File: src/hw/rtl/lmpc_pkg.sv
// shared types and constants of the light marker position counter
package lmpc_pkg;

  // field widths fixed by the register map and the result format
  localparam int unsigned IntervalW = 16;
  localparam int unsigned MotionW   = 2;
  localparam int unsigned RiseW     = 20;
  localparam int unsigned FallW     = 21;
  localparam int unsigned SpacingW  = 8;
  localparam int unsigned CountW    = 16;
  localparam int unsigned HeightW   = 24;
  localparam int unsigned EventW    = 2;
  localparam int unsigned CfgIdxW   = 2;
  localparam int unsigned CfgDataW  = 21;

  // slope scale: 1000 ms per second with 8 fraction bits
  localparam int SlopeScale   = 256000;
  // bits of SlopeScale as a signed factor
  localparam int SlopeScaleW  = 19;

  // register reset values
  localparam logic        [RiseW-1:0]    RiseReset    = 20'd256000;
  localparam logic signed [FallW-1:0]    FallReset    = -21'sd235520;
  localparam logic        [SpacingW-1:0] SpacingReset = 8'd5;

  typedef enum logic [CfgIdxW-1:0] {
    CfgRise    = 2'd0,
    CfgFall    = 2'd1,
    CfgSpacing = 2'd2
  } cfg_idx_e;

  typedef enum logic [MotionW-1:0] {
    MotionStill = 2'd0,
    MotionUp    = 2'd1,
    MotionDown  = 2'd2
  } motion_e;

  typedef enum logic [EventW-1:0] {
    EvNone  = 2'd0,
    EvUp    = 2'd1,
    EvDown  = 2'd2,
    EvStill = 2'd3
  } event_e;

endpackage

File: src/hw/rtl/lmpc_if.sv
// valid/ready channel interfaces of the light marker position counter

// sample channel
interface lmpc_in_if #(
  parameter int unsigned SAMPLE_BITS = 12
);
  logic                              valid;
  logic                              ready;
  logic [SAMPLE_BITS-1:0]            light_sample;
  logic [lmpc_pkg::IntervalW-1:0]    interval_ms;
  logic [lmpc_pkg::MotionW-1:0]      motion;

  modport source (output valid, light_sample, interval_ms, motion, input ready);
  modport sink   (input valid, light_sample, interval_ms, motion, output ready);
endinterface

// result channel
interface lmpc_out_if;
  logic                              valid;
  logic                              ready;
  logic [lmpc_pkg::CountW-1:0]       marker_count;
  logic [lmpc_pkg::HeightW-1:0]      height_m;
  logic                              in_peak;
  logic [lmpc_pkg::EventW-1:0]       marker_event;

  modport source (output valid, marker_count, height_m, in_peak, marker_event, input ready);
  modport sink   (input valid, marker_count, height_m, in_peak, marker_event, output ready);
endinterface

// register write channel
interface lmpc_cfg_if;
  logic                              valid;
  logic                              ready;
  logic [lmpc_pkg::CfgIdxW-1:0]      index;
  logic [lmpc_pkg::CfgDataW-1:0]     data;

  modport source (output valid, index, data, input ready);
  modport sink   (input valid, index, data, output ready);
endinterface

File: src/hw/rtl/lmpc_ring.sv
// sample window ring: read-first memory with write pointer and fill tracking
module lmpc_ring #(
  parameter int unsigned WINDOW      = 7,
  parameter int unsigned SAMPLE_BITS = 12
) (
  input  logic                   clk_i,
  input  logic                   rst_ni,
  input  logic                   push_i,
  input  logic [SAMPLE_BITS-1:0] sample_i,
  input  logic                   interval_nz_i,
  output logic [SAMPLE_BITS-1:0] old_sample_o,
  output logic                   test_o
);

  localparam int unsigned PtrW  = $clog2(WINDOW);
  localparam int unsigned FillW = $clog2(WINDOW + 2);
  localparam logic [PtrW-1:0]  PtrLast  = PtrW'(WINDOW - 1);
  localparam logic [FillW-1:0] FillFull = FillW'(WINDOW + 1);

  logic [SAMPLE_BITS-1:0] ring_mem [WINDOW];
  logic [SAMPLE_BITS-1:0] old_q;
  logic [PtrW-1:0]        ptr_q, ptr_d;
  logic [FillW-1:0]       fill_q, fill_d;
  logic                   test_q, test_d;

  // ring storage: the oldest sample leaves as the new one enters
  always_ff @(posedge clk_i) begin
    if (push_i) begin
      old_q          <= ring_mem[ptr_q];
      ring_mem[ptr_q] <= sample_i;
    end
  end

  // pointer wrap, fill count saturating one past the window
  always_comb begin
    ptr_d  = (ptr_q == PtrLast) ? '0 : ptr_q + 1'b1;
    fill_d = (fill_q == FillFull) ? fill_q : fill_q + 1'b1;
    // slope test only once the window is full and the previous sum is known
    test_d = (fill_q == FillFull) && interval_nz_i;
  end

  always_ff @(posedge clk_i or negedge rst_ni) begin
    if (!rst_ni) begin
      ptr_q  <= '0;
      fill_q <= '0;
      test_q <= 1'b0;
    end else if (push_i) begin
      ptr_q  <= ptr_d;
      fill_q <= fill_d;
      test_q <= test_d;
    end
  end

  assign old_sample_o = old_q;
  assign test_o       = test_q;

endmodule

File: src/hw/rtl/light_marker_position_counter.sv
// top level of the light marker position counter
//
//   channel   dir  handshake      beat contents
//   sample_i  in   valid/ready    light_sample, interval_ms, motion
//   result_o  out  valid/ready    marker_count, height_m, in_peak, marker_event
//   cfg_i     in   valid/ready    index, data (ready always high)
//
// one sample beat per cycle while results are taken; a result passes the stage 1 to 4 and output registers
// the stages hold the ring read, the slope, span and threshold multiplies and the height multiply
// reset clears control state only; the ring is filled by the first WINDOW beats
// a stalled result holds the pipeline stage by stage; bubbles close up behind it
module light_marker_position_counter #(
  parameter int unsigned WINDOW      = 7,
  parameter int unsigned SAMPLE_BITS = 12
) (
  input  logic clk_i,
  input  logic rst_ni,
  lmpc_in_if.sink     sample_i,
  lmpc_out_if.source  result_o,
  lmpc_cfg_if.sink    cfg_i
);

  localparam int unsigned DiffW    = SAMPLE_BITS + 1;
  localparam int unsigned LhsW     = DiffW + lmpc_pkg::SlopeScaleW;
  localparam int unsigned SpanW    = lmpc_pkg::IntervalW + $clog2(WINDOW + 1);
  localparam int unsigned RiseLimW = lmpc_pkg::RiseW + SpanW;
  localparam int unsigned FallLimW = lmpc_pkg::FallW + SpanW;
  localparam int unsigned CmpW     = (LhsW > FallLimW) ? LhsW : FallLimW;

  // configuration registers
  logic        [lmpc_pkg::RiseW-1:0]    rise_q;
  logic signed [lmpc_pkg::FallW-1:0]    fall_q;
  logic        [lmpc_pkg::SpacingW-1:0] spacing_q;
  logic                                 cfg_wr;

  assign cfg_i.ready = 1'b1;
  assign cfg_wr      = cfg_i.valid && cfg_i.ready;

  always_ff @(posedge clk_i or negedge rst_ni) begin
    if (!rst_ni) begin
      rise_q    <= lmpc_pkg::RiseReset;
      fall_q    <= lmpc_pkg::FallReset;
      spacing_q <= lmpc_pkg::SpacingReset;
    end else if (cfg_wr) begin
      case (lmpc_pkg::cfg_idx_e'(cfg_i.index))
        lmpc_pkg::CfgRise:    rise_q    <= cfg_i.data[lmpc_pkg::RiseW-1:0];
        lmpc_pkg::CfgFall:    fall_q    <= $signed(cfg_i.data[lmpc_pkg::FallW-1:0]);
        lmpc_pkg::CfgSpacing: spacing_q <= cfg_i.data[lmpc_pkg::SpacingW-1:0];
        default: ;
      endcase
    end
  end

  // stage enables: a stage moves when it is empty or its successor moves
  logic out_valid_q, s4_valid_q, s3_valid_q, s2_valid_q, s1_valid_q;
  logic out_en, s4_en, s3_en, s2_en, s1_en, push;

  assign out_en         = !out_valid_q || result_o.ready;
  assign s4_en          = !s4_valid_q || out_en;
  assign s3_en          = !s3_valid_q || s4_en;
  assign s2_en          = !s2_valid_q || s3_en;
  assign s1_en          = !s1_valid_q || s2_en;
  assign sample_i.ready = s1_en;
  assign push           = sample_i.valid && sample_i.ready;

  always_ff @(posedge clk_i or negedge rst_ni) begin
    if (!rst_ni) begin
      s1_valid_q  <= 1'b0;
      s2_valid_q  <= 1'b0;
      s3_valid_q  <= 1'b0;
      s4_valid_q  <= 1'b0;
      out_valid_q <= 1'b0;
    end else begin
      if (s1_en)  s1_valid_q  <= push;
      if (s2_en)  s2_valid_q  <= s1_valid_q;
      if (s3_en)  s3_valid_q  <= s2_valid_q;
      if (s4_en)  s4_valid_q  <= s3_valid_q;
      if (out_en) out_valid_q <= s4_valid_q;
    end
  end

  // stage 1: ring memory read and write
  logic [SAMPLE_BITS-1:0]          ring_old;
  logic                            ring_test;
  logic [SAMPLE_BITS-1:0]          s1_sample_q;
  logic [lmpc_pkg::IntervalW-1:0]  s1_interval_q;
  lmpc_pkg::motion_e               s1_motion_q;

  lmpc_ring #(
    .WINDOW      (WINDOW),
    .SAMPLE_BITS (SAMPLE_BITS)
  ) u_ring (
    .clk_i         (clk_i),
    .rst_ni        (rst_ni),
    .push_i        (push),
    .sample_i      (sample_i.light_sample),
    .interval_nz_i (sample_i.interval_ms != '0),
    .old_sample_o  (ring_old),
    .test_o        (ring_test)
  );

  always_ff @(posedge clk_i) begin
    if (push) begin
      s1_sample_q   <= sample_i.light_sample;
      s1_interval_q <= sample_i.interval_ms;
      s1_motion_q   <= lmpc_pkg::motion_e'(sample_i.motion);
    end
  end

  // stage 2: sum change scaled to the slope unit, time span of the window
  // the sum change from the previous beat is the new sample less the evicted one
  logic signed [DiffW-1:0] diff;
  logic signed [LhsW-1:0]  s2_lhs_d, s2_lhs_q;
  logic [SpanW-1:0]        s2_span_d, s2_span_q;
  logic                    s2_test_q;
  lmpc_pkg::motion_e       s2_motion_q;

  always_comb begin
    diff      = $signed({1'b0, s1_sample_q}) - $signed({1'b0, ring_old});
    s2_lhs_d  = LhsW'(diff) * LhsW'(lmpc_pkg::SlopeScale);
    s2_span_d = SpanW'(s1_interval_q) * SpanW'(WINDOW);
  end

  always_ff @(posedge clk_i) begin
    if (s2_en) begin
      s2_lhs_q    <= s2_lhs_d;
      s2_span_q   <= s2_span_d;
      s2_test_q   <= ring_test;
      s2_motion_q <= s1_motion_q;
    end
  end

  // stage 3: threshold limits over the span
  logic        [RiseLimW-1:0] s3_rise_d, s3_rise_q;
  logic signed [FallLimW-1:0] s3_fall_d, s3_fall_q;
  logic signed [LhsW-1:0]     s3_lhs_q;
  logic                       s3_test_q;
  lmpc_pkg::motion_e          s3_motion_q;

  always_comb begin
    s3_rise_d = RiseLimW'(rise_q) * RiseLimW'(s2_span_q);
    s3_fall_d = FallLimW'(fall_q) * $signed(FallLimW'(s2_span_q));
  end

  always_ff @(posedge clk_i) begin
    if (s3_en) begin
      s3_lhs_q    <= s2_lhs_q;
      s3_rise_q   <= s3_rise_d;
      s3_fall_q   <= s3_fall_d;
      s3_test_q   <= s2_test_q;
      s3_motion_q <= s2_motion_q;
    end
  end

  // stage 4: peak tracking and marker count
  logic signed [CmpW-1:0]          lhs_ext, rise_ext, fall_ext;
  logic                            beyond, rising, s3_adv;
  logic                            peak_q, peak_d, edge_q, edge_d;
  logic [lmpc_pkg::CountW-1:0]     count_q, count_d;
  lmpc_pkg::event_e                event_d;
  logic [lmpc_pkg::CountW-1:0]     s4_count_q;
  logic                            s4_peak_q;
  lmpc_pkg::event_e                s4_event_q;

  assign s3_adv = s4_en && s3_valid_q;

  always_comb begin
    lhs_ext  = CmpW'(s3_lhs_q);
    rise_ext = $signed(CmpW'(s3_rise_q));
    fall_ext = CmpW'(s3_fall_q);
    beyond   = (lhs_ext > rise_ext) || (lhs_ext < fall_ext);
    rising   = s3_lhs_q > 0;
  end

  always_comb begin
    peak_d  = peak_q;
    edge_d  = edge_q;
    count_d = count_q;
    event_d = lmpc_pkg::EvNone;
    if (s3_test_q) begin
      if (beyond) begin
        edge_d = rising;
        peak_d = 1'b1;
      end else if (peak_q) begin
        // leaving a peak: a marker passed only after a rising edge
        if (edge_q) begin
          case (s3_motion_q)
            lmpc_pkg::MotionUp: begin
              count_d = count_q + 1'b1;
              event_d = lmpc_pkg::EvUp;
            end
            lmpc_pkg::MotionDown: begin
              count_d = count_q - 1'b1;
              event_d = lmpc_pkg::EvDown;
            end
            default: begin
              event_d = lmpc_pkg::EvStill;
            end
          endcase
        end
        peak_d = 1'b0;
      end
    end
  end

  always_ff @(posedge clk_i or negedge rst_ni) begin
    if (!rst_ni) begin
      peak_q  <= 1'b0;
      edge_q  <= 1'b0;
      count_q <= '0;
    end else if (s3_adv) begin
      peak_q  <= peak_d;
      edge_q  <= edge_d;
      count_q <= count_d;
    end
  end

  always_ff @(posedge clk_i) begin
    if (s4_en) begin
      s4_count_q <= count_d;
      s4_peak_q  <= peak_d;
      s4_event_q <= event_d;
    end
  end

  // output register: height from the registered count
  logic [lmpc_pkg::CountW-1:0]  out_count_q;
  logic [lmpc_pkg::HeightW-1:0] out_height_q, out_height_d;
  logic                         out_peak_q;
  lmpc_pkg::event_e             out_event_q;

  assign out_height_d = lmpc_pkg::HeightW'(s4_count_q) * lmpc_pkg::HeightW'(spacing_q);

  always_ff @(posedge clk_i) begin
    if (out_en) begin
      out_count_q  <= s4_count_q;
      out_height_q <= out_height_d;
      out_peak_q   <= s4_peak_q;
      out_event_q  <= s4_event_q;
    end
  end

  assign result_o.valid        = out_valid_q;
  assign result_o.marker_count = out_count_q;
  assign result_o.height_m     = out_height_q;
  assign result_o.in_peak      = out_peak_q;
  assign result_o.marker_event = out_event_q;

  // a beat that makes no slope test leaves the peak state alone
  a_no_test_no_change : assert property (@(posedge clk_i) disable iff (!rst_ni)
    (s3_adv && !s3_test_q) |=> ($stable(count_q) && $stable(peak_q) && $stable(edge_q)))
    else $error("peak state changed without a slope test");

  // the count moves only on a tested beat that leaves a peak
  a_count_only_on_exit : assert property (@(posedge clk_i) disable iff (!rst_ni)
    !$stable(count_q) |-> $past(s3_adv && s3_test_q && peak_q && edge_q && !beyond))
    else $error("marker count changed outside a peak exit");

  // a reported marker always comes with the peak flag cleared
  a_event_clears_peak : assert property (@(posedge clk_i) disable iff (!rst_ni)
    (out_valid_q && (out_event_q != lmpc_pkg::EvNone)) |-> !out_peak_q)
    else $error("marker event reported while still in a peak");

endmodule
File: src/flat_wrapper.sv
// flat-port wrapper written by rule: the top's interface ports become plain ports
module light_marker_position_counter_flat 
#(
  parameter int unsigned WINDOW      = 7,
  parameter int unsigned SAMPLE_BITS = 12
)
  (clk_i, rst_ni, sample_i_valid, sample_i_light_sample, sample_i_interval_ms, sample_i_motion, sample_i_ready, result_o_valid, result_o_marker_count, result_o_height_m, result_o_in_peak, result_o_marker_event, result_o_ready, cfg_i_valid, cfg_i_index, cfg_i_data, cfg_i_ready);
  lmpc_in_if #(.SAMPLE_BITS(SAMPLE_BITS)) sample_i_i ();
  lmpc_out_if result_o_i ();
  lmpc_cfg_if cfg_i_i ();
  input  logic clk_i;
  input  logic rst_ni;
  input wire logic [$bits(sample_i_i.valid)-1:0] sample_i_valid;
  input wire logic [$bits(sample_i_i.light_sample)-1:0] sample_i_light_sample;
  input wire logic [$bits(sample_i_i.interval_ms)-1:0] sample_i_interval_ms;
  input wire logic [$bits(sample_i_i.motion)-1:0] sample_i_motion;
  output wire logic [$bits(sample_i_i.ready)-1:0] sample_i_ready;
  output wire logic [$bits(result_o_i.valid)-1:0] result_o_valid;
  output wire logic [$bits(result_o_i.marker_count)-1:0] result_o_marker_count;
  output wire logic [$bits(result_o_i.height_m)-1:0] result_o_height_m;
  output wire logic [$bits(result_o_i.in_peak)-1:0] result_o_in_peak;
  output wire logic [$bits(result_o_i.marker_event)-1:0] result_o_marker_event;
  input wire logic [$bits(result_o_i.ready)-1:0] result_o_ready;
  input wire logic [$bits(cfg_i_i.valid)-1:0] cfg_i_valid;
  input wire logic [$bits(cfg_i_i.index)-1:0] cfg_i_index;
  input wire logic [$bits(cfg_i_i.data)-1:0] cfg_i_data;
  output wire logic [$bits(cfg_i_i.ready)-1:0] cfg_i_ready;
  assign sample_i_i.valid = sample_i_valid;
  assign sample_i_i.light_sample = sample_i_light_sample;
  assign sample_i_i.interval_ms = sample_i_interval_ms;
  assign sample_i_i.motion = sample_i_motion;
  assign sample_i_ready = sample_i_i.ready;
  assign result_o_valid = result_o_i.valid;
  assign result_o_marker_count = result_o_i.marker_count;
  assign result_o_height_m = result_o_i.height_m;
  assign result_o_in_peak = result_o_i.in_peak;
  assign result_o_marker_event = result_o_i.marker_event;
  assign result_o_i.ready = result_o_ready;
  assign cfg_i_i.valid = cfg_i_valid;
  assign cfg_i_i.index = cfg_i_index;
  assign cfg_i_i.data = cfg_i_data;
  assign cfg_i_ready = cfg_i_i.ready;
  light_marker_position_counter #(.WINDOW(WINDOW), .SAMPLE_BITS(SAMPLE_BITS)) u_core (.clk_i(clk_i), .rst_ni(rst_ni), .sample_i(sample_i_i), .result_o(result_o_i), .cfg_i(cfg_i_i));
endmodule
File: config.mk
export PLATFORM = sky130hd
export DESIGN_NAME = light_marker_position_counter_flat
export DESIGN_NICKNAME = d
export VERILOG_FILES = /design/src/hw/rtl/lmpc_pkg.sv /design/src/hw/rtl/lmpc_if.sv /design/src/hw/rtl/lmpc_ring.sv /design/src/hw/rtl/light_marker_position_counter.sv /design/src/flat_wrapper.sv
export SDC_FILE = /design/constraint.sdc
export NUM_CORES = 2
export LEC_CHECK = 0
export ABC_CLOCK_PERIOD_IN_PS = 12200
export BUFFER_PORTS_ARGS = -buffer_cell sky130_fd_sc_hd__buf_2
export CELL_PAD_IN_SITES_DETAIL_PLACEMENT = 0
export CELL_PAD_IN_SITES_GLOBAL_PLACEMENT = 1
export CORE_ASPECT_RATIO = 0.75
export CORE_MARGIN = 2
export CORE_UTILIZATION = 45
export CTS_BUF_LIST = sky130_fd_sc_hd__clkbuf_16
export DETAILED_ROUTE_END_ITERATION = 8
export PLACE_DENSITY = 0.84
export SETUP_SLACK_MARGIN = 0.2
export SYNTH_ARGS = -nofsm -noshare
export SYNTH_HDL_FRONTEND = slang
export SYNTH_SLANG_ARGS = --single-unit
export TNS_END_PERCENT = 100
File: constraint.sdc
create_clock -name clk_i -period 12.2 [get_ports clk_i]
set_input_delay 1.83 -clock clk_i [delete_from_list [all_inputs] [get_ports clk_i]]
set_output_delay 1.83 -clock clk_i [all_outputs]
set_load 0.01 [all_outputs]
Word level (Yosys, flattened, before mapping)

Memories as Yosys holds them, arrays and structs flattened. A register that Yosys moved wholly into a read port is not among the register bits.
Index checks and enable logic that the tools add are counted.

Bits in registers: 318
Bits in latches: 0
Memory bits (writable): 84
ROM bits: 0
Input port bits: 58
Output and inout port bits: 46
Word-level logic and storage cells: 90
Memories kept: 1

Add/sub/neg operators: 5
Multiply operators: 5
Divide/modulo/power cells: 0
$lt $le $gt $ge: 3
Equality and inequality tests: 6
Shifts and indexed selects: 0
Multiplexer cells: 11
Bitwise operators: 4
Reductions and logical operators: 22

Memory list:

| name                   | words | width | read ports | clocked after Yosys merged registers in | write ports | RTL line        | source |
|---|---|---|---|---|---|---|---|
| u_core.u_ring.ring_mem | 7     | 12    | 1          | 1                                       | 1           | lmpc_ring.sv:20 | `logic [SAMPLE_BITS-1:0] ring_mem [WINDOW];` |

Operators by type and width:

| kind                                                                             | count |
|---|---|
| 16-bit 2-to-1 mux                                                                | 4 |
| 32-bit by 40-bit greater-than comparator with 1-bit output                       | 1 |
| 32-bit by 40-bit < comparator with 1-bit output                                  | 1 |
| 21-bit by 20-bit multiplier with 40-bit output                                   | 1 |
| 20-bit by 19-bit multiplier with 39-bit output                                   | 1 |
| 32-bit by 1-bit greater-than comparator with 1-bit output, second input constant | 1 |
| 16-bit one-hot mux with 2 select lines                                           | 1 |
| 16-bit by 8-bit multiplier with 24-bit output                                    | 1 |
| 13-bit by 8-bit multiplier with 21-bit output, second input constant             | 1 |
| 16-bit by 3-bit multiplier with 19-bit output, second input constant             | 1 |
| 16-bit by 1-bit adder with 16-bit output, second input constant                  | 1 |
| 16-bit nonzero test                                                              | 1 |
| 16-bit by 1-bit subtractor with 16-bit output, second input constant             | 1 |
| 12-bit by 12-bit subtractor with 13-bit output                                   | 1 |
| 2-bit AND reduction                                                              | 4 |
| 1-bit logical OR                                                                 | 6 |
| 1-bit logical NOT                                                                | 5 |
| 4-bit by 1-bit adder with 4-bit output, second input constant                    | 1 |
| 2-bit by 1-bit equality test with 1-bit output, second input constant            | 2 |
| 2-bit equality test, second input constant                                       | 2 |
| 4-bit equality test, second input constant                                       | 1 |
| 1-bit 2-to-1 mux                                                                 | 4 |
| 1-bit NOT                                                                        | 4 |
| 2-bit one-hot mux with 2 select lines                                            | 1 |
| other kinds (7)                                                                  | 9 |

Depth between registers and ports, before layout

Depth in word-level cells: 9
Gate-level depth with buffers: 27
Depth with buffers taken out: 26

Modules after synthesis

Synthesis repeated with hierarchy kept, for this count alone.

Cells, all modules: 4915
Area total of the unflattened synthesis: 51139.0 µm²

Modules (own cells, without submodules):

| module                        | times used | cells each | area an instance (µm²) | seq. area each (µm²) |
|---|---|---|---|---|
| light_marker_position_counter | 1          | 4686       | 46995.1                | 8966.1 |
| lmpc_ring                     | 1          | 229        | 4144.0                 | 3083.0 |

Least setup slack after synthesis

No wires, ideal clock.

Path type: register -> register
From: reg u_core.fall_q[20] (netlist bit)
To: reg u_core.s3_fall_q[38] (netlist: u_core.fall_ext[38]), data pin
Arrival time: 6.801 ns
Required time: 11.940 ns
Setup slack: 5.138 ns
Cell stages (with the launch flop): 26
Buffers on the path: 2
Period minus slack after synthesis: 7.062 ns
Cells stage by stage: dfstp_2 -> clkbuf_1 -> clkbuf_1 -> nand2_1 -> inv_1 -> fa_1 -> fa_1 -> inv_1 -> fa_1 -> inv_1 -> fa_1 -> fa_1 -> fa_1 -> inv_1 -> fa_1 -> inv_1 -> ha_1 -> a211oi_1 -> o21bai_1 -> a211oi_1 -> o21ai_0 -> a221oi_4 -> o31ai_2 -> o31ai_4 -> mux2i_1 -> nand2_1

Longest elaborated chain between the ends: 1

RTL lines:

| item                                           | RTL line                             | source |
|---|---|---|
| start, declared                                | light_marker_position_counter.sv:32  | `logic signed [lmpc_pkg::FallW-1:0] fall_q;` |
| start signal, assigned                         | light_marker_position_counter.sv:42  | `fall_q <= lmpc_pkg::FallReset;` |
| start signal, assigned                         | light_marker_position_counter.sv:47  | `lmpc_pkg::CfgFall: fall_q <= $signed(cfg_i.data[lmpc_pkg::FallW-1:0]);` |
| 21-bit by 20-bit multiplier with 40-bit output | light_marker_position_counter.sv:142 | `s3_fall_d = FallLimW'(fall_q) * $signed(FallLimW'(s2_span_q));` |
| via u_core.s3_fall_d[38]                       | light_marker_position_counter.sv:135 | `logic signed [FallLimW-1:0] s3_fall_d, s3_fall_q;` |
| end signal, assigned                           | light_marker_position_counter.sv:149 | `s3_fall_q <= s3_fall_d;` |
| end, declared                                  | light_marker_position_counter.sv:135 |  |

The timed path passes the listed nets, and every way through them passes these cells.
A chain may end at the register's enable or synchronous reset.

Worst setup path after layout

From: reg u_core.fall_q[20] (netlist bit)
To: reg u_core.s3_fall_q[39] (netlist: u_core.fall_ext[39]), data pin

The elaborated chain is that of the path after synthesis.

==> out/qor.yml <==
run_status:
  status: "complete, no violations"
global_routing:
  overflow: 0
  grt_pass1_vias: 35600
  grtUsageTotal_pct: 21.2
  grt_max_degree: 61
  antenna_found_initial: 5
  grt_pass1_wl_mm: 197
die:
  initial_core_util_pct: 45.4
  num_rows: 107
  io_pins: 104
  die-area_sq_um: 117000
  core-area_sq_um: 114000
  die_w_um: 395
  die_h_um: 297
clock_tree:
  numCtsBuffers: 48
  clockBufferDepth: 3
  cts_tree: "built"
  cts.hold.buffers_added: 0
  cts_setup_buffers: 0
  root_buffer: "clkbuf_16"
  cts_resized: 0
  h-tree-depth: 2
  clk_pin_slew_ps: 60
  insertion_delay_ps: 630
  cts.sinks: 414
layout:
  num_antenna_cells: 0
  fillers: 10400
  drive_above_1_share_pct: 6.90
  layout.nets: 6347
  syn_to_final_growth_pct: 7.10
sta:
  tns_ps: 0
  tightest_slew_ps: 1110
  maxSlewHeadroom_pct: 25.8
  drv_slew: 0
  rsz0062_at_grt: "false"
  post-route-period-util_pct: 62.3
  fin_crit_ps: 7610
  skew_ps: 31.2
  hold_viol_final: 0
  clock.fmax_ghz: 0.131
  finalSetupViolCount: 0
  setup_ws_ps: 4590
  whs_ps: 418
worst_setup_path:
  cp.arrival_ps: 7980
  path_class: "reg -> reg"
  rr_endpoint: "u_core.fall_ext[39]"
  cpPeakStageDelay_ps: 820
  crit_chain: "nand2_1 -> fa_1 -> inv_1 -> fa_1 -> inv_1 -> fa_1 -> inv_1 -> fa_1 -> fa_1 -> fa_1 -> inv_1 -> fa_1 -> inv_1 -> ha_1 -> a21oi_1 -> nand2_1 -> a221oi_1 -> nor2_1 -> a311o_1 -> o211ai_1 -> and3_1 -> a21oi_1 -> xnor2_1"
  crit_slowest_cell: "dfstp_2"
  reg2reg_depth: 23
  r2r_slack_ps: 4590
  cp.required_ps: 12570
  critPathLaunchType: "flip-flop"
  endpoint_kind: "flip-flop"
  crit_fanout: 20
  cpMostUsedCell: "fa_1"
  r2r-start: "u_core.fall_q[20]"
logic_synthesis:
  synthesis.area_sq_um: 51500
  synth_top_area_cell: "fa_1"
  synth_cell_types: 81
  ys.flop_type: "edfxtp_1"
  syn_avg_cell_area_sq_um: 10.3
  yosys_warnings: 0
  async_flop_share_pct: 19.3
  ys_ff_latch: 414
  synth_edf_count: 334
  syn_inst: 4987
  yosys-top-cells-area: "fa_1, edfxtp_1, ha_1, inv_1, and2_1"
  yosysSeqAreaShare_pct: 23.4
  synth_top_area_share_pct: 33.6
run:
  cap_violations: 0
drt:
  totalWireLength_mm: 121
  first_pass_iters: 7
  vias_per_cell: 5.16
  via_count: 33800
  ant_nets: 0
  initialDrtViolationCount: 2216
  drc: 0
  wl_per_cell_um: 18.4
min_path:
  min_path_cells: 0
  whs_endpoint: "u_core.s3_lhs_q[23]"
  hp-class: "reg -> reg"
  min_from: "u_core.s2_lhs_q[23]"
place:
  gp_congestion: 0.860
  place_hpwl_mm: 91.9
  io_buffers: 102
  place_ws_ps: 4650
## cells in the final DEF (no fill, tap or decap), types with 74 or more instances in the layout
| cell | netlist | routed |
|---|---|---|
| nor2_1 | 95 | 95 |
| fa_1 | 864 | 864 |
| nand2_1 | 521 | 520 |
| mux2_2 | 74 | 74 |
| buf_2 | 1 | 101 |
| ha_1 | 431 | 431 |
| and2_1 | 482 | 482 |
| xnor2_1 | 111 | 111 |
| edfxtp_1 | 334 | 334 |
| a21oi_1 | 119 | 119 |
| inv_1 | 1110 | 1113 |
## registers in the layout, indices dropped and copies added (netlist names), 3 cells and up
name	count
u_core.s2_lhs_q	21
u_core.u_ring.old_sample_o	12
u_core.s1_interval_q	16
u_core.fall_ext	40
u_core.spacing_q	8
u_core.rise_q	20
u_core.s2_span_q	19
u_core.s3_lhs_q	21
u_core.result_o.marker_count	16
u_core.u_ring.ring_mem	84
u_core.u_ring.fill_q	4
u_core.s4_count_q	16
u_core.fall_q	21
u_core.s1_sample_q	12
u_core.s3_rise_q	39
u_core.count_q	16
u_core.result_o.height_m	24
u_core.u_ring.ptr_q	3
## per-layer routing
metal	up-vias	track usage, %	wire length, um
li1	15500	-	-
met1	17100	31.4	55700
met2	1065	31.5	52100
met3	189	4.26	9080
met4	2	6.14	3880
met5	-	0	10
## worst max path at each step
| stage | from | to | slack [ps] |
|---|---|---|---|
| 2_1_floorplan | u_core.fall_q[20] | u_core.fall_ext[38] | 5140 |
| 3_3_place_gp | u_core.fall_q[20] | u_core.fall_ext[37] | 4660 |
| 3_5_place_dp | u_core.fall_q[20] | u_core.fall_ext[39] | 4650 |
| 4_1_cts | u_core.fall_q[20] | u_core.fall_ext[39] | 4600 |
| 5_1_grt | u_core.fall_q[20] | u_core.fall_ext[39] | 4290 |
| 6_report | u_core.fall_q[20] | u_core.fall_ext[39] | 4590 |
## worst max-delay path, delay by kind of cell (launching register included)
family	cells	cell delay, ps
AOI/OAI and AO/OA	5	1360
xor gates and xnor gates	1	130
adders and majority gates	8	4090
buffers and inverters	5	370
DFF	1	820
and+or+nand+nor	4	570
## through the flow
stage / cells / area [sq um] / utilization, %
floorplan: 4988 / 51500 / -
global placement: 6470 / 53600 / 47.2
detailed placement: 6470 / 53600 / 47.2
CTS: 6557 / 55200 / 48.6
global route: 6557 / 55200 / 48.6
finish: 6557 / 55200 / 48.6
## cell usage after synthesis (40+ instances only)
cell type	count
and2_1	482
a21o_1	59
nor3_1	42
nor2_1	95
dfrtp_1	66
mux2_2	74
xor2_1	40
a21oi_1	119
nand2_1	521
clkbuf_1	179
o21ai_0	66
inv_1	1110
edfxtp_1	334
fa_1	864
xnor2_1	111
nand3_1	42
ha_1	431
## kinds of logic after synthesis
family	count (synthesis)	synth area share, %
other	2	0.0146
muxes	101	2.24
DFF	414	23.4
buffers and inverters	1300	9.51
xor gates and xnor gates	151	2.57
adders and majority gates	1295	44.0
AOI/OAI and AO/OA	402	5.24
and+or+nand+nor	1322	13.0
## layout make-up
cell class                 instances  area [sq um]  share of cell area [%]
multi-input combinational       3274         34600                    62.7
sequential                       414         12000                    21.8
inverter                        1112          4170                    7.57
tap                             1526          1910                    3.46
clock buffer                      48          1200                    2.18
timing repair buffer             144           828                    1.50
clock inverter                    39           397                   0.719
Power is not shown: default switching activity piles up to over one toggle a cycle in this logic, so the estimate is an artifact.
